===== config.mk =====
export PLATFORM = sky130hd
export DESIGN_NAME = serial_frame_parser_top
export DESIGN_NICKNAME = d
export VERILOG_FILES = /design/src/rtl/sfp_pkg.sv /design/src/rtl/sfp_parse.sv /design/src/rtl/sfp_out.sv /design/src/rtl/serial_frame_parser_top.sv
export SDC_FILE = /design/constraint.sdc
export NUM_CORES = 1
export LEC_CHECK = 0
export BUFFER_PORTS_ARGS = -buffer_cell sky130_fd_sc_hd__buf_4
export CORE_MARGIN = 8
export CORE_UTILIZATION = 35
export DETAILED_ROUTE_END_ITERATION = 12
export PLACE_DENSITY = 0.56
export SKIP_LAST_GASP = 1
export SLEW_MARGIN = 20
export SYNTH_ARGS = -nofsm -noshare
export SYNTH_HDL_FRONTEND = slang
export SYNTH_SLANG_ARGS = --single-unit

===== constraint.sdc =====
create_clock -name clock -period 3.5 [get_ports clock]
set_input_delay 0.7 -clock clock [delete_from_list [all_inputs] [get_ports clock]]
set_output_delay 0.7 -clock clock [all_outputs]
set_load 0.02 [all_outputs]

===== src/rtl/sfp_pkg.sv =====
// ----------------------------------------------------------------------------
// sfp_pkg
// Shared types and codes for the serial frame parser.
// ----------------------------------------------------------------------------
package sfp_pkg;

   localparam int ByteWidth   = 8;
   localparam int CsrIdxWidth = 2;

   // configuration register indexes
   typedef enum logic [CsrIdxWidth-1:0] {
      CSR_START_BYTE  = 2'd0,
      CSR_DEV_ADDRESS = 2'd1,
      CSR_MAX_LENGTH  = 2'd2
   } csr_index_type;

   localparam logic [ByteWidth-1:0] StartByteReset = 8'd2;
   localparam logic [ByteWidth-1:0] DevAddrReset   = 8'd1;
   localparam logic [ByteWidth-1:0] MaxLenReset    = 8'd32;

   // one result word
   typedef struct packed {
      logic                 payload_valid;
      logic [ByteWidth-1:0] payload_byte;
      logic [ByteWidth-1:0] payload_index;
      logic                 frame_done;
      logic                 frame_ok;
      logic [ByteWidth-1:0] message_opcode;
      logic [ByteWidth-1:0] message_length;
   } result_type;

endpackage


===== src/rtl/sfp_parse.sv =====
// ----------------------------------------------------------------------------
// sfp_parse
// Frame state machine, config registers and per-byte result build.
// ----------------------------------------------------------------------------
module sfp_parse (
   input  logic                              clock,
   input  logic                              reset,
   input  logic                              csr_write,
   input  logic [sfp_pkg::CsrIdxWidth-1:0]   csr_index,
   input  logic [sfp_pkg::ByteWidth-1:0]     csr_data,
   input  logic                              in_take,
   input  logic [sfp_pkg::ByteWidth-1:0]     in_byte,
   output logic                              res_push,
   output sfp_pkg::result_type               res_word
);

   typedef enum logic [2:0] {
      PH_START    = 3'd0,
      PH_ADDRESS  = 3'd1,
      PH_OPCODE   = 3'd2,
      PH_LENGTH   = 3'd3,
      PH_CHECKSUM = 3'd4,
      PH_PAYLOAD  = 3'd5
   } phase_type;

   logic [sfp_pkg::ByteWidth-1:0] start_byte_ff, dev_addr_ff, max_len_ff;

   phase_type                     phase_ff, phase_in;
   logic [sfp_pkg::ByteWidth-1:0] opcode_ff, opcode_in;
   logic [sfp_pkg::ByteWidth-1:0] length_ff, length_in;
   logic [sfp_pkg::ByteWidth-1:0] chksum_ff, chksum_in;
   logic [sfp_pkg::ByteWidth-1:0] index_ff, index_in;
   logic [sfp_pkg::ByteWidth-1:0] sum_ff, sum_in;

   logic [sfp_pkg::ByteWidth-1:0] sum_next;
   logic [sfp_pkg::ByteWidth:0]   index_plus;
   logic                          last_byte;

   assign sum_next   = sum_ff + in_byte;
   assign index_plus = {1'b0, index_ff} + {{sfp_pkg::ByteWidth{1'b0}}, 1'b1};
   assign last_byte  = index_plus >= {1'b0, length_ff};

   // config writes
   always_ff @(posedge clock) begin
      if (reset) begin
         start_byte_ff <= sfp_pkg::StartByteReset;
         dev_addr_ff   <= sfp_pkg::DevAddrReset;
         max_len_ff    <= sfp_pkg::MaxLenReset;
      end else if (csr_write) begin
         unique case (csr_index)
            sfp_pkg::CSR_START_BYTE:  start_byte_ff <= csr_data;
            sfp_pkg::CSR_DEV_ADDRESS: dev_addr_ff   <= csr_data;
            sfp_pkg::CSR_MAX_LENGTH:  max_len_ff    <= csr_data;
            default: ;
         endcase
      end
   end

   always_comb begin
      phase_in  = phase_ff;
      opcode_in = opcode_ff;
      length_in = length_ff;
      chksum_in = chksum_ff;
      index_in  = index_ff;
      sum_in    = sum_ff;
      res_push  = 1'b0;
      res_word  = '0;
      res_word.message_opcode = opcode_ff;
      res_word.message_length = length_ff;
      unique case (phase_ff)
         PH_START: begin
            if (in_byte == start_byte_ff) begin
               opcode_in = '0;
               length_in = '0;
               chksum_in = '0;
               index_in  = '0;
               sum_in    = '0;
               phase_in  = PH_ADDRESS;
            end
         end
         PH_ADDRESS: begin
            phase_in = (in_byte == dev_addr_ff) ? PH_OPCODE : PH_START;
         end
         PH_OPCODE: begin
            opcode_in = in_byte;
            phase_in  = PH_LENGTH;
         end
         PH_LENGTH: begin
            if (in_byte > max_len_ff) begin
               phase_in = PH_START;
            end else begin
               length_in = in_byte;
               phase_in  = PH_CHECKSUM;
            end
         end
         PH_CHECKSUM: begin
            chksum_in = in_byte;
            index_in  = '0;
            sum_in    = '0;
            if (length_ff != '0) begin
               phase_in = PH_PAYLOAD;
            end else begin
               // empty frame: reported good at once
               phase_in            = PH_START;
               res_push            = 1'b1;
               res_word.frame_done = 1'b1;
               res_word.frame_ok   = 1'b1;
            end
         end
         PH_PAYLOAD: begin
            sum_in                 = sum_next;
            res_push               = 1'b1;
            res_word.payload_valid = 1'b1;
            res_word.payload_byte  = in_byte;
            res_word.payload_index = index_ff;
            if (last_byte) begin
               phase_in            = PH_START;
               res_word.frame_done = 1'b1;
               res_word.frame_ok   = ((~sum_next) + 8'd1) == chksum_ff;
            end else begin
               index_in = index_plus[sfp_pkg::ByteWidth-1:0];
            end
         end
         default: begin
            phase_in  = PH_START;
            opcode_in = '0;
            length_in = '0;
            chksum_in = '0;
            index_in  = '0;
            sum_in    = '0;
         end
      endcase
      if (!in_take) begin
         res_push = 1'b0;
      end
   end

   always_ff @(posedge clock) begin
      if (reset) begin
         phase_ff  <= PH_START;
         opcode_ff <= '0;
         length_ff <= '0;
         chksum_ff <= '0;
         index_ff  <= '0;
         sum_ff    <= '0;
      end else if (in_take) begin
         phase_ff  <= phase_in;
         opcode_ff <= opcode_in;
         length_ff <= length_in;
         chksum_ff <= chksum_in;
         index_ff  <= index_in;
         sum_ff    <= sum_in;
      end
   end

   a_push_phase: assert property (@(posedge clock) disable iff (reset)
      res_push |-> (phase_ff == PH_CHECKSUM) || (phase_ff == PH_PAYLOAD))
      else $error("result outside checksum/payload phase");

   a_done_restart: assert property (@(posedge clock) disable iff (reset)
      res_push && res_word.frame_done |=> phase_ff == PH_START)
      else $error("frame end did not return to start hunt");

   a_payload_bounds: assert property (@(posedge clock) disable iff (reset)
      phase_ff == PH_PAYLOAD |-> (length_ff != '0) && (index_ff < length_ff))
      else $error("payload index out of frame");

endmodule


===== src/rtl/sfp_out.sv =====
// ----------------------------------------------------------------------------
// sfp_out
// Result register with one skid entry, decouples rsp stall from req side.
// ----------------------------------------------------------------------------
module sfp_out (
   input  logic                clock,
   input  logic                reset,
   input  logic                res_push,
   input  sfp_pkg::result_type res_word,
   output logic                full,
   output logic                out_valid,
   input  logic                out_stall,
   output sfp_pkg::result_type out_word
);

   logic                main_valid_ff, main_valid_in;
   logic                skid_valid_ff, skid_valid_in;
   sfp_pkg::result_type main_word_ff, main_word_in;
   sfp_pkg::result_type skid_word_ff, skid_word_in;
   logic                take;

   assign take      = main_valid_ff && !out_stall;
   assign out_valid = main_valid_ff;
   assign out_word  = main_word_ff;
   assign full      = skid_valid_ff;

   always_comb begin
      main_valid_in = main_valid_ff;
      skid_valid_in = skid_valid_ff;
      main_word_in  = main_word_ff;
      skid_word_in  = skid_word_ff;
      if (skid_valid_ff) begin
         if (take) begin
            main_word_in  = skid_word_ff;
            skid_valid_in = 1'b0;
         end
      end else if (res_push) begin
         if (!main_valid_ff || take) begin
            main_word_in  = res_word;
            main_valid_in = 1'b1;
         end else begin
            skid_word_in  = res_word;
            skid_valid_in = 1'b1;
         end
      end else if (take) begin
         main_valid_in = 1'b0;
      end
   end

   always_ff @(posedge clock) begin
      if (reset) begin
         main_valid_ff <= 1'b0;
         skid_valid_ff <= 1'b0;
      end else begin
         main_valid_ff <= main_valid_in;
         skid_valid_ff <= skid_valid_in;
      end
      main_word_ff <= main_word_in;
      skid_word_ff <= skid_word_in;
   end

   a_skid_behind_main: assert property (@(posedge clock) disable iff (reset)
      skid_valid_ff |-> main_valid_ff)
      else $error("skid entry held without main entry");

   a_no_push_full: assert property (@(posedge clock) disable iff (reset)
      skid_valid_ff |-> !res_push)
      else $error("result pushed while buffer full");

   a_drain_skid: assert property (@(posedge clock) disable iff (reset)
      skid_valid_ff && take |=> main_valid_ff && !skid_valid_ff)
      else $error("skid entry lost on drain");

endmodule


===== src/rtl/serial_frame_parser_top.sv =====
// ----------------------------------------------------------------------------
// serial_frame_parser_top
// Byte-serial parser for start-byte framed packets with checksum check.
// ----------------------------------------------------------------------------
// Usage:
//   req channel: one received serial byte per word (req_rx_byte). A word is
//   taken when req_valid is high and req_stall is low.
//   rsp channel: zero or one result word per byte. Payload bytes come out
//   with their index; the last payload byte (or the checksum byte of an
//   empty frame) carries frame_done and frame_ok.
//   csr port: csr_write with csr_index / csr_data sets start byte, device
//   address and max payload length. Write only while idle.
// Output: each result is registered before it is driven on rsp.
// Throughput: one byte every cycle while not stalled; the frame state machine
//   plus an 8-bit add/compare is the only logic between input and result regs.
// Stall: the result register has one skid entry behind it; req_stall rises
//   only once both are full, i.e. after the receiver has stalled with two
//   results pending. Bytes that give no result still need that slot free.
// Reset: synchronous; parser hunts for the start byte, registers return
//   to start 2, address 1, max length 32, result buffer empties.
// ----------------------------------------------------------------------------
module serial_frame_parser_top (
   input  logic                            clock,
   input  logic                            reset,
   input  logic                            csr_write,
   input  logic [sfp_pkg::CsrIdxWidth-1:0] csr_index,
   input  logic [sfp_pkg::ByteWidth-1:0]   csr_data,
   input  logic                            req_valid,
   output logic                            req_stall,
   input  logic [sfp_pkg::ByteWidth-1:0]   req_rx_byte,
   output logic                            rsp_valid,
   input  logic                            rsp_stall,
   output logic                            rsp_payload_valid,
   output logic [sfp_pkg::ByteWidth-1:0]   rsp_payload_byte,
   output logic [sfp_pkg::ByteWidth-1:0]   rsp_payload_index,
   output logic                            rsp_frame_done,
   output logic                            rsp_frame_ok,
   output logic [sfp_pkg::ByteWidth-1:0]   rsp_message_opcode,
   output logic [sfp_pkg::ByteWidth-1:0]   rsp_message_length
);

   logic                in_take;
   logic                res_push;
   logic                buf_full;
   sfp_pkg::result_type res_word;
   sfp_pkg::result_type out_word;

   // stall is registered: the skid slot is occupied
   assign req_stall = buf_full;
   assign in_take   = req_valid && !buf_full;

   sfp_parse u_parse (
      .clock     (clock),
      .reset     (reset),
      .csr_write (csr_write),
      .csr_index (csr_index),
      .csr_data  (csr_data),
      .in_take   (in_take),
      .in_byte   (req_rx_byte),
      .res_push  (res_push),
      .res_word  (res_word)
   );

   sfp_out u_out (
      .clock     (clock),
      .reset     (reset),
      .res_push  (res_push),
      .res_word  (res_word),
      .full      (buf_full),
      .out_valid (rsp_valid),
      .out_stall (rsp_stall),
      .out_word  (out_word)
   );

   assign rsp_payload_valid  = out_word.payload_valid;
   assign rsp_payload_byte   = out_word.payload_byte;
   assign rsp_payload_index  = out_word.payload_index;
   assign rsp_frame_done     = out_word.frame_done;
   assign rsp_frame_ok       = out_word.frame_ok;
   assign rsp_message_opcode = out_word.message_opcode;
   assign rsp_message_length = out_word.message_length;

   a_ok_needs_done: assert property (@(posedge clock) disable iff (reset)
      rsp_valid && rsp_frame_ok |-> rsp_frame_done)
      else $error("frame_ok without frame_done");

   a_no_payload_zero: assert property (@(posedge clock) disable iff (reset)
      rsp_valid && !rsp_payload_valid |-> rsp_frame_done
         && (rsp_payload_byte == '0) && (rsp_payload_index == '0))
      else $error("non-payload result carries stray fields");

   a_stall_after_stall: assert property (@(posedge clock) disable iff (reset)
      $rose(req_stall) |-> $past(rsp_stall) && $past(rsp_valid))
      else $error("req_stall rose without receiver stall");

endmodule

==> results.txt, run 1 <==
The global placer's final weighted congestion came out at 0.8247. Among all flip-flop cells after synthesis, the most frequent one is edfxtp_1. After layout, the worst path uses 93.51% of the clock period. The wire length of the first global-routing pass came out at 26,800 µm. For this run, design rule violations remaining after detail routing come to 0.

The final setup skew came out at 6.894 ps. The terminus of the critical flop-to-flop path is u_parse.phase_ff[2]. The number of clock sinks is 139. The via count of the first global-routing pass came out at 4,959. The worst setup path is captured at a flop.

Wire segments on met2 add up to 8169 µm in the final route. The die width is 154.6 µm. The worst-case IR drop observed on VDD is 358.9 µV.

The share of synthesized registers carrying an async set or reset is 0%. The post-layout instance count excluding filler cells came out at 947. The power density relative to cell area is 452.7 mW/mm². The number of cells traversed by the worst register-to-register path is 12. The tree is rooted in a clkbuf_16. The post-layout utilization of the core is 43.55%. The total global routing track utilization is 14.31%. The wire length per cell after detailed routing is 17.72 µm. The initial standard-cell utilization of the core came out at 35.83%. The length of routed wiring on met1 is 7685 µm. The number of setup buffers added after CTS is 0. The final number of setup-violating endpoints is 0. The number of primary I/O pins is 60.

The relative max-transition margin came out at 36.52%. Of all nets on the critical path, the largest fanout is 3. In this run, CTS created clock tree buffers numbering 17. The via density per instance is 5.254. The signal on the critical path passes through buf_4, ha_1, fa_1, a211o_2, and3_2, o221ai_1, xor3_1, or3_1, a2111o_1, o21ai_2. The die height is 154.6 µm. The share of cells above drive strength 1 came out at 22.16%. The worst setup path is of the input port to flop kind. The max-slew violation total from the final report came to 0. The worst path arrival time came out at 3550 ps. The library cell contributing the largest single delay on the critical path is fa_1.

The critical path ends at u_out.out_word[16]. The number of nets in the synthesized netlist is 674. The total routed wirelength is 16,780 µm. The leakage power figure is 3.341 nW. The clock reaches the later pin of the worst-skew pair after 420 ps. The number of routed nets with antenna violations came out at 0. The sequential element share of the synthesized area came out at 51.80%. The count of endpoints failing hold in the final timing report was 0. Entering global routing, the biggest net connects 45 pins. Each instance of the synthesized netlist takes up on average 10.76 µm². The die covers 0.02390 mm². After legalization and detailed placement, the total HPWL measured 11,690 µm. The required time of the worst setup path came out at 3780 ps. The flow ran to the end, and the final reports show no timing, DRC or antenna violations. Setup repair after global routing left no endpoint under its margin. The total of flip-flops plus latches after synthesis is 139.

The warning count from the yosys run came out at 0. The detailed router placed 4,976 vias in this run. The initial DRC count is 337.

The initial antenna violation count is 0. Synthesis instantiated 55 different standard cells from the library. The TritonCTS clock tree is built. After detailed placement, the design holds a cell count of 915. The count of port buffers added during placement came out at 59. The core region area came out at 0.01877 mm². The row count came out at 50. The number of search-and-repair iterations in the first detailed-routing pass is 5.

The worst setup path is launched from an input port. Once the clock tree was built, the resizer swapped 0 gates to a different size. The count of max-cap constraint violations is 0. The synthesized netlist occupies a cell area of 0.006724 mm².

After synthesis, the cell types taking the most area are edfxtp_1, dfxtp_1, ha_1, mux2_2, mux2i_1. The startpoint identified for the worst register-to-register timing path is u_parse.index_ff[2]. The delay of the slowest critical-path stage came out at 420 ps.

OpenSTA, run right after detailed placement, puts the worst setup slack at -200.9 ps. In this run, post-CTS hold repair placed 0 buffers. Summed over all instances, the cell type with the most area after synthesis is edfxtp_1. The worst hold path belongs to the class flop to flop. Signal routing reaches up to met4. The number of synthesized flops with an enable pin is 70. The area growth from synthesis to layout is 21.55%.

The global route total overflow came out at 0. The clock transition time at the flip-flop clock pins of the worst setup and hold paths is 60 ps. The post-route minimum period came out at 3273 ps. The number of diodes came out at 0. The count of mapped cells out of synthesis is 625. The proportion of netlist area held by the largest area contributor is 31.26%.

The number of buffers on the longest clock path is 2. The total met3 wirelength after detailed routing is 697 µm. The startpoint of the most critical setup path is req_rx_byte[0].

The number of nets in the final layout is 749. The final setup slack of the worst path came out at 227.3 ps. The area of placed instances came out at 0.007591 mm².

The slack of the worst reg-to-reg path is 290 ps. The maximum level of the CTS H-tree is 4. At the pin with the least slew margin, the transition time is 948.0 ps. The total non-filler cell area in the finished layout is 0.008173 mm².

The setup total negative slack is 0 ps. Based on the critical path, the design can be clocked at up to 305.6 MHz.
worst min-delay path by stage:
stage / depth (start not counted) / to / slack, ps / from
floorplan: 0 / u_out.skid_word_ff[1] / 410 / u_parse.length_ff[1]
global placement: 0 / u_out.skid_word_ff[3] / 420 / u_parse.length_ff[3]
detailed placement: 0 / u_out.skid_word_ff[4] / 420 / u_parse.length_ff[4]
CTS: 0 / u_out.skid_word_ff[4] / 430 / u_parse.length_ff[4]
global route: 0 / u_out.skid_word_ff[4] / 450 / u_parse.length_ff[4]
finish: 0 / u_out.skid_word_ff[4] / 430 / u_parse.length_ff[4]
cell usage in the layout, fill, tap and decap left out, types with 3 or more instances in the layout:
| cell | instances |
|---|---|
| a21oi_1 | 36 |
| or2_2 | 3 |
| clkinv_4 | 3 |
| ha_1 | 25 |
| clkbuf_16 | 17 |
| nand3b_1 | 8 |
| o21ai_0 | 20 |
| a21o_1 | 4 |
| xnor2_1 | 21 |
| xor2_1 | 13 |
| and3_1 | 30 |
| edfxtp_1 | 70 |
| nand4_1 | 5 |
| o31ai_1 | 7 |
| dfxtp_1 | 68 |
| inv_1 | 24 |
| a32oi_1 | 8 |
| nor2_1 | 52 |
| nor3_1 | 12 |
| nor2b_1 | 7 |
| nand3_1 | 17 |
| mux2i_1 | 28 |
| mux2_2 | 25 |
| a22oi_1 | 4 |
| inv_6 | 4 |
| o211ai_1 | 9 |
| clkinv_1 | 3 |
| buf_4 | 88 |
| or3_1 | 7 |
| a211o_1 | 3 |
| nand2_1 | 45 |
| nand2b_1 | 4 |
sequential cells by signal, indices dropped and copies added (netlist names):
name / count
u_out.out_word: 35
u_out.skid_word_ff: 35
u_parse.chksum_ff: 8
u_parse.dev_addr_ff: 8
u_parse.index_ff: 8
u_parse.length_ff: 8
u_parse.max_len_ff: 8
u_parse.opcode_ff: 8
u_parse.start_byte_ff: 8
u_parse.sum_ff: 8
u_parse.phase_ff: 3
u_out.full: 1
u_out.out_valid: 1
report_power, final:
| part | switching, W | leakage [nW] | internal, W |
|---|---|---|---|
| registers | 0.0000101 | 1.15 | 0.00171 |
| logic | 0.000130 | 1.91 | 0.0000912 |
| clock network | 0.000708 | 0.278 | 0.00105 |
| total | 0.000848 | 3.34 | 0.00285 |
per-layer routing:
| layer | global-route usage, % | vias to the layer above |
|---|---|---|
| met4 | 4.340 | 0 |
| li1 | - | 2423 |
| met3 | 4.040 | 17 |
| met1 | 17.61 | 2440 |
| met2 | 23.88 | 96 |
| met5 | 0 | - |
critical path: cells and delay by family:
kind	cells	cell delay [ps]
AOI/OAI and AO/OA	4	1120
xor gates and xnor gates	1	350
adders and majority gates	2	640
buffers and inverters	1	120
and+or+nand+nor	2	630
area by class of cell:
type                       count  area [µm²]
tap                          234       292.8
sequential                   139        3485
multi-input combinational    429        3050
inverter                      24       90.09
fill                        1806       10600
clock buffer                  18       429.2
clock inverter                14       145.1
timing repair buffer          89       680.7
kinds of logic (layout without fill, tap and decap cells):
logic type               after synthesis  after routing  synth area share, %
adder cells (fa/ha/maj)               26             26                4.950
flip-flops                           139            139                51.80
multiplexers                          53             53                8.355
XOR/XNOR                              37             37                5.266
AND/OR/NAND/NOR                      204            204                15.26
buffers and inverters                 57            145                3.182
AO/OA/AOI/OAI                        109            109                11.18
cell usage after synthesis (all sizes together), types with 3 or more instances:
master	n
xnor2	22
nand2	45
mux2	25
dfxtp	69
nand3	17
nor2b	7
a21oi	37
or3	7
and3	31
a32oi	8
edfxtp	70
a21o	4
clkbuf	28
or2	3
inv	24
nor3	12
a221oi	4
o21ai	21
ha	25
o31ai	7
nor2	52
nor3b	3
nand3b	8
nand2b	4
xor2	13
mux2i	28
o211ai	9
nand4	5
a22oi	4
a211o	4
buf	5
stage by stage:
stage / power [W] / hold slack, ps
6_report: 0.003700 / 431.1
5_1_grt: 0.003834 / 445.6
4_1_cts: 0.003734 / 429.6
3_5_place_dp: 0.001975 / 420.5
3_3_place_gp: 0.001970 / 416.1
2_1_floorplan: 0.001880 / 408.2
Power figures use the tool's default switching activity.
==> run 2, diff against run 1 <==
--- a/config.mk
+++ b/config.mk
@@ -10,6 +10,7 @@
 export CORE_UTILIZATION = 35
 export DETAILED_ROUTE_END_ITERATION = 12
 export PLACE_DENSITY = 0.56
+export RECOVER_POWER = 100
 export SKIP_LAST_GASP = 1
 export SLEW_MARGIN = 20
 export SYNTH_ARGS = -nofsm -noshare
==> constraint.sdc (replaced) <==
create_clock -name clock -period 3 [get_ports clock]
set_input_delay 0.6 -clock clock [delete_from_list [all_inputs] [get_ports clock]]
set_output_delay 0.6 -clock clock [all_outputs]
set_load 0.02 [all_outputs]
==> results.txt, run 2 (synthesis results as in run 1) <==
The library cell used most frequently in the layout, excluding fill and tap cells, is edfxtp_1. The number of primary I/O pins came out at 60 (unchanged). The initial antenna violation count was 0 (unchanged). The proportion of power drawn by combinational gates is 6.0% (about the same). The share of cells above drive strength 1 is 20.57% (-1.6 points). The count of max-cap constraint violations was 1 (+1).

The total routed wirelength is 16,740 µm (-0.26%). The internal power consumption came out at 0.003433 W (+20%). The clock transition time at the flip-flop clock pins of the worst setup and hold paths came out at 60 ps (about the same).

The initial standard-cell utilization of the core is 35.83% (unchanged). The die area is 0.02390 mm² (unchanged). The post-route worst hold slack was 418.4 ps (-12.74 ps).

Setup repair after global routing could not meet its margin everywhere. The path class of the tightest hold or removal check is input port to flop. The worst register-to-register path begins at u_parse.sum_ff[0]. The power density relative to cell area came out at 539.9 mW/mm² (+19%). The die width came out at 154.6 µm (unchanged). The number of nets in the final layout is 770 (+2.8%).

The slack of the worst reg-to-reg path is -2 ps (-290 ps). The top fanout value on the critical path is 4 (+1). The number of filler cells placed in the layout is 1,806 (unchanged). The synthesis-to-layout area growth came out at 22.70%. The share of total power consumed by net switching came to 22.92% (about the same). In the layout the commonest cells are edfxtp_1, dfxtp_1, buf_4. The share of the clock period used by the worst path is 100.1%. The row count came out at 50 (unchanged). The run finished, with violations left. The worst setup path is launched from a flop. The setup total negative slack came out at -1.949 ps (-1.949 ps). In this run the most critical hold path is launched from csr_data[1]. The cell at the root of the clock tree is clkbuf_16. The maximum number of pins on one net before global-route repair came out at 51 (+13%).

The pin slew with the least headroom to its limit is 1916 ps (+968.2 ps). The relative max-transition margin is -27.75% (-64 points). The checks that failed: capacitance limit, slew limit, setup timing. The required time of the worst setup path is 3270 ps (-510 ps). The total global routing track utilization is 14.35% (+0.042 points).

The final number of setup-violating endpoints came out at 1 (+1). The total area of multi-input combinational cells is 0.003112 mm² (+2.0%). The number of clock sinks came out at 139 (unchanged). The count of port buffers added during placement came out at 59 (unchanged).

The maximum level of the CTS H-tree came out at 4 (unchanged). The latest clock arrival within the worst-skew pair is 420 ps (about the same). The global route total overflow came out at 0 (unchanged). The number of diodes came to 0 (unchanged). The initial DRC count is 264 (-22%). The core region area is 0.01877 mm² (unchanged).

The leakage power figure was 3.286 nW (-1.7%). The worst path arrival time came out at 3280 ps (-270 ps). The sequential cell area is 0.003487 mm² (about the same).

The wire length of the first global-routing pass is 26,960 µm (+0.59%). The TritonCTS clock tree is built. The portion of total power attributed to the clock network is 49.0% (+1.5 points).

STA classifies the critical path endpoint as a flop. The global placer's final weighted congestion came out at 0.8663 (+5.0%). The number of search-and-repair iterations in the first detailed-routing pass was 5 (unchanged).

The wire length per cell after detailed routing came out at 17.29 µm (-2.4%). The final setup skew is 8.415 ps (+1.521 ps). The number of buffers inserted during clock tree synthesis is 17 (unchanged). The number of remaining DRC errors is 0 (unchanged). The die height came out at 154.6 µm (unchanged).

The max-slew violation total from the final report is 43 (+43). The top achievable clock speed came out at 333.1 MHz. The maximum VDD drop came out at 368.4 µV (+2.6%). The startpoint of the most critical setup path is u_parse.sum_ff[0]. Counting I/O delays and the setup requirement, the final critical path takes 3002 ps. The via count of the first global-routing pass came out at 5,183 (+4.5%). The critical path is of the flop to flop type.

The total half-perimeter wirelength after legalization and detailed placement came out at 11,770 µm (+0.67%). The via density per instance is 5.238 (-0.32%). The via count is 5,070 (+1.9%).

The total power of the final layout is 0.004454 W (+20%). The count of endpoints failing hold in the final timing report is 0 (unchanged). The final setup slack of the worst path was -1.949 ps (-229.3 ps). The number of buffers on the longest clock path came to 2 (unchanged). The number of routed nets with antenna violations is 0 (unchanged).

The total net switching power is 0.001021 W (+20%). The proportion of power drawn by flip-flops and latches came to 45.0% (-1.5 points).
-- run 2: cell count changes in the layout (fill, tap and decap cells not counted), moves of 3 or more --
cell | before | now
buf_4 | 88 | 61
clkbuf_1 | 1 | 42
and3_4 | 0 | 3
clkinv_1 | 3 | 0
clkbuf_4 | 0 | 3
clkbuf_2 | 0 | 3
-- run 2: stage by stage --
step	worst slack [ps]	instances	instance area, µm²	util (%)
2_1_floorplan	-144.6	625	6766	-
3_3_place_gp	-329.7	933	7777	41.44
3_5_place_dp	-388.8	933	7784	41.47
4_1_cts	-13.40	965	8408	44.80
5_1_grt	-81.40	968	8250	43.96
6_report	-1.949	968	8250	43.96
-- run 2: final timing paths --
path / endpoint / cells past startpoint
worst max-delay path: u_out.out_word[16] / 9
worst min-delay path: u_parse.start_byte_ff[1] / 2
worst max register to register: u_out.out_word[16] / 9
worst min register to register: u_out.skid_word_ff[1] / 0
-- run 2: worst max-delay path: stages (launching register included) --
cell and delay (ps):
dfxtp_2 330, ha_4 160, fa_2 360, a211o_4 350, and3_4 200, o311ai_4 260, xor3_1 270, or3_1 380
a2111o_1 420, o21ai_2 120
-- run 2: what timing repair did --
action,CTS,global route
setup endpoints to repair,10,12
hold buffers,0,0
setup buffers,0,1
gates cloned,0,1
gates resized for setup,2,7
pin swaps,0,4
-- run 2: final cells by class --
class,count,share of cell area [%]
multi-input combinational,430,37.72
timing repair buffer,109,7.931
clock buffer,18,5.202
tap,234,3.549
clock inverter,14,2.244
inverter,24,1.092
sequential,139,42.27
-- run 2: power groups by stage --
stage | Sequential (W) | Clock (W) | Combinational (W)
global placement | 0.00205 | 0 | 0.000269
finish | 0.00201 | 0.00218 | 0.000268
global route | 0.00201 | 0.00231 | 0.000293
CTS | 0.00201 | 0.00223 | 0.000277
detailed placement | 0.00205 | 0 | 0.000275
floorplan | 0.00205 | 0 | 0.000146
-- run 2: metal layers --
metal / GRT usage [%] / vias up / part of all wire, %
li1: - / 2474 / -
met1: 16.47 / 2441 / 44
met3: 3.789 / 35 / 4.5
met5: 0 / - / 0
met2: 24.33 / 120 / 48
met4: 7.233 / 0 / 3.1
==> run 3, diff against run 2 <==
--- a/config.mk
+++ b/config.mk
@@ -9,7 +9,7 @@
 export CORE_MARGIN = 8
 export CORE_UTILIZATION = 35
 export DETAILED_ROUTE_END_ITERATION = 12
-export PLACE_DENSITY = 0.56
+export PLACE_DENSITY = 0.55
 export RECOVER_POWER = 100
 export SKIP_LAST_GASP = 1
 export SLEW_MARGIN = 20
==> constraint.sdc (replaced) <==
create_clock -name clock -period 3.6 [get_ports clock]
set_input_delay 0.72 -clock clock [delete_from_list [all_inputs] [get_ports clock]]
set_output_delay 0.72 -clock clock [all_outputs]
set_load 0.02 [all_outputs]
==> results.txt, run 3 (synthesis results as in run 1) <==
The post-layout utilization of the core is 42.41% (-1.5 points). The run finished, with violations left. The total routed wirelength came out at 16,620 µm (-0.69%).

The post-layout instance count excluding filler cells was 940 (-2.9%). The number of search-and-repair iterations in the first detailed-routing pass came to 5 (unchanged). The type of the setup path with the least slack is input port to flop. The tightest min-delay check is of the flop to flop type. The initial DRC count is 272 (+3.0%).

The number of clock sinks is 139 (unchanged). The top fanout value on the critical path came out at 2 (-2). The row count was 50 (unchanged). The total half-perimeter wirelength after legalization and detailed placement is 11,600 µm (-1.4%). The initial antenna violation count came out at 0 (unchanged). The total power of the final layout came to 0.003698 W (-17%). STA classifies the critical path startpoint as an input port. The post-route minimum period came out at 3419 ps.

The worst hold path terminates at u_out.skid_word_ff[4]. The most common library cell in the layout ignoring fill and taps is edfxtp_1. The via count of the first global-routing pass came out at 4,949 (-4.5%). The global placer's final weighted congestion came to 0.8563 (-1.2%). The via count came out at 4,902 (-3.3%). TritonCTS built the clock tree. The initial standard-cell utilization of the core came out at 35.83% (unchanged).

The relative max-transition margin came out at -17.11% (+11 points). The top cell types in the final layout, fill and taps aside, are edfxtp_1, dfxtp_1, nor2_1. The origin of the worst min-delay path is u_parse.length_ff[4]. The slack of the worst reg-to-reg path is 300 ps (+300 ps). The die height came to 154.6 µm (unchanged).

The checks that failed: capacitance limit, slew limit. The max-slew violation total from the final report is 10 (-77%). The worst setup slack after placement came out at -196.5 ps (+192.3 ps). The maximum level of the CTS H-tree is 4 (unchanged). From synthesis to final layout, the design area changed by 18.38%. The count of endpoints failing hold in the final timing report came out at 0 (unchanged). The worst path arrival time came out at 3680 ps (+400 ps). The maximum VDD drop is 342.7 µV (-7.0%). The final number of setup-violating endpoints was 0 (-1). The proportion of power drawn by combinational gates came out at 5.6% (-0.4 points). The clock transition time at the flip-flop clock pins of the worst setup and hold paths is 60 ps (about the same). The die width came out at 154.6 µm (unchanged). In this run the critical register-to-register path is launched from u_parse.sum_ff[0]. The global route total overflow is 0 (unchanged). The area of placed instances was 0.007526 mm² (-3.3%). The latest clock arrival within the worst-skew pair came to 420 ps (about the same). The top achievable clock speed is 292.5 MHz.

The leakage power figure is 3.149 nW (-4.2%). The count of max-cap constraint violations came out at 1 (unchanged). The die area is 0.02390 mm² (unchanged). The number of cells traversed by the worst register-to-register path came out at 9 (unchanged).

The wire length per cell after detailed routing is 17.68 µm (+2.3%). The proportion of power drawn by flip-flops and latches came out at 45.2% (+0.2 points). The number of filler cells placed in the layout came out at 1,833 (+1.5%).

The power density relative to cell area came out at 464.6 mW/mm² (-14%). The number of buffers on the longest clock path is 2 (unchanged). The number of remaining DRC errors is 0 (unchanged).

The via density per instance came to 5.215 (-0.43%). The total net switching power came out at 0.0008052 W (-21%). The maximum number of pins on one net before global-route repair is 51 (unchanged). The count of port buffers added during placement came to 59 (unchanged).

The number of diodes came out at 0 (unchanged). The core region area is 0.01877 mm² (unchanged). The final setup slack of the worst path came to 180.6 ps (+182.6 ps).

The required time of the worst setup path was 3870 ps (+600 ps). The count of cells along the worst hold path is 0 (-2). The number of placed instances, taps included came to 908 (-2.7%). The final setup skew came to 6.500 ps (-1.914 ps). The share of the clock period used by the worst path came out at 94.98%. The wire length of the first global-routing pass was 26,790 µm (-0.64%). The total non-filler cell area in the finished layout came to 0.007960 mm² (-3.5%). Setup repair after global routing left no endpoint under its margin.

The total global routing track utilization is 14.27% (-0.080 points). The share of total power consumed by net switching was 21.77% (-1.1 points). In this run the clock root is driven by a clkbuf_16. STA classifies the critical path endpoint as a flop. The worst register-to-register path ends at u_out.out_word[16].

The internal power consumption came out at 0.002893 W (-16%). The number of nets in the final layout came to 742 (-3.6%). The share of cells above drive strength 1 is 15.01% (-5.6 points).

The number of primary I/O pins is 60 (unchanged). The number of routed nets with antenna violations is 0 (unchanged). The pin slew with the least headroom to its limit came out at 1753 ps (-163.3 ps). The number of hold buffers added after CTS came out at 0 (unchanged). The portion of total power attributed to the clock network came out at 49.2% (+0.2 points).

The number of buffers inserted during clock tree synthesis came out at 17 (unchanged).
## run 3: cell count changes in the layout (fill, tap and decap cells not counted), sizes merged
cell / before / now
clkinvlp: 3 / 1
buf: 62 / 36
clkinv: 2 / 8
inv: 30 / 25
bufinv: 3 / 4
or3: 8 / 7
clkbuf: 65 / 64
## run 3: how the worst max path moves through the flow
stage	slack (ps)	startpoint	end	depth (start not counted)
floorplan	5	req_rx_byte[0]	u_out.out_word[16]	9
global placement	-160	req_rx_byte[0]	u_out.out_word[16]	10
detailed placement	-200	req_rx_byte[0]	u_out.out_word[16]	10
CTS	200	u_parse.index_ff[0]	u_parse.index_ff[6]	11
global route	70	u_parse.index_ff[0]	u_parse.phase_ff[2]	12
finish	180	req_rx_byte[0]	u_out.out_word[16]	10
## run 3: area by class of cell
type | instances | area, µm² | area share (%)
Timing Repair Buffer | 82 | 446.7 | 5.611
Inverter | 24 | 90.09 | 1.132
Clock buffer | 18 | 429.2 | 5.391
Sequential cell | 139 | 3483 | 43.76
Multi-Input combinational cell | 429 | 3042 | 38.21
Clock inverter | 14 | 176.4 | 2.216
Tap cell | 234 | 292.8 | 3.678
## run 3: power by group through the flow
stage	Clock (W)	Combinational, W	Sequential [W]
2_1_floorplan	0	0.000121	0.00171
3_3_place_gp	0	0.000209	0.00171
3_5_place_dp	0	0.000214	0.00171
4_1_cts	0.00185	0.000216	0.00167
5_1_grt	0.00193	0.000227	0.00167
6_report	0.00182	0.000207	0.00167
## run 3: critical path: stages
cell	delay (ps)
buf_4	120
ha_1	220
fa_1	430
a211o_2	370
and3_2	230
o311ai_4	290
xor3_1	370
or3_1	380
a2111o_1	390
o21ai_0	160
## run 3: per-stage QoR
stage / hold WS [ps] / TNS [ps]
2_1_floorplan: 408.2 / 0
5_1_grt: 433.8 / 0
4_1_cts: 427.9 / 0
3_5_place_dp: 415.3 / -361.4
6_report: 428.2 / 0
3_3_place_gp: 413.9 / -279.0
## run 3: layer usage
metal | GRT usage (%) | up-vias | share of wire, %
met5 | 0 | - | 0
met4 | 4.480 | 0 | 1.4
met3 | 4.235 | 19 | 4.0
met2 | 23.86 | 89 | 49
met1 | 17.36 | 2380 | 46
li1 | - | 2414 | -
## run 3: timing repair
action | CTS | global route
endpoints found under the setup margin | 0 | 8
setup buffers | 0 | 0
resized for setup | 0 | 2
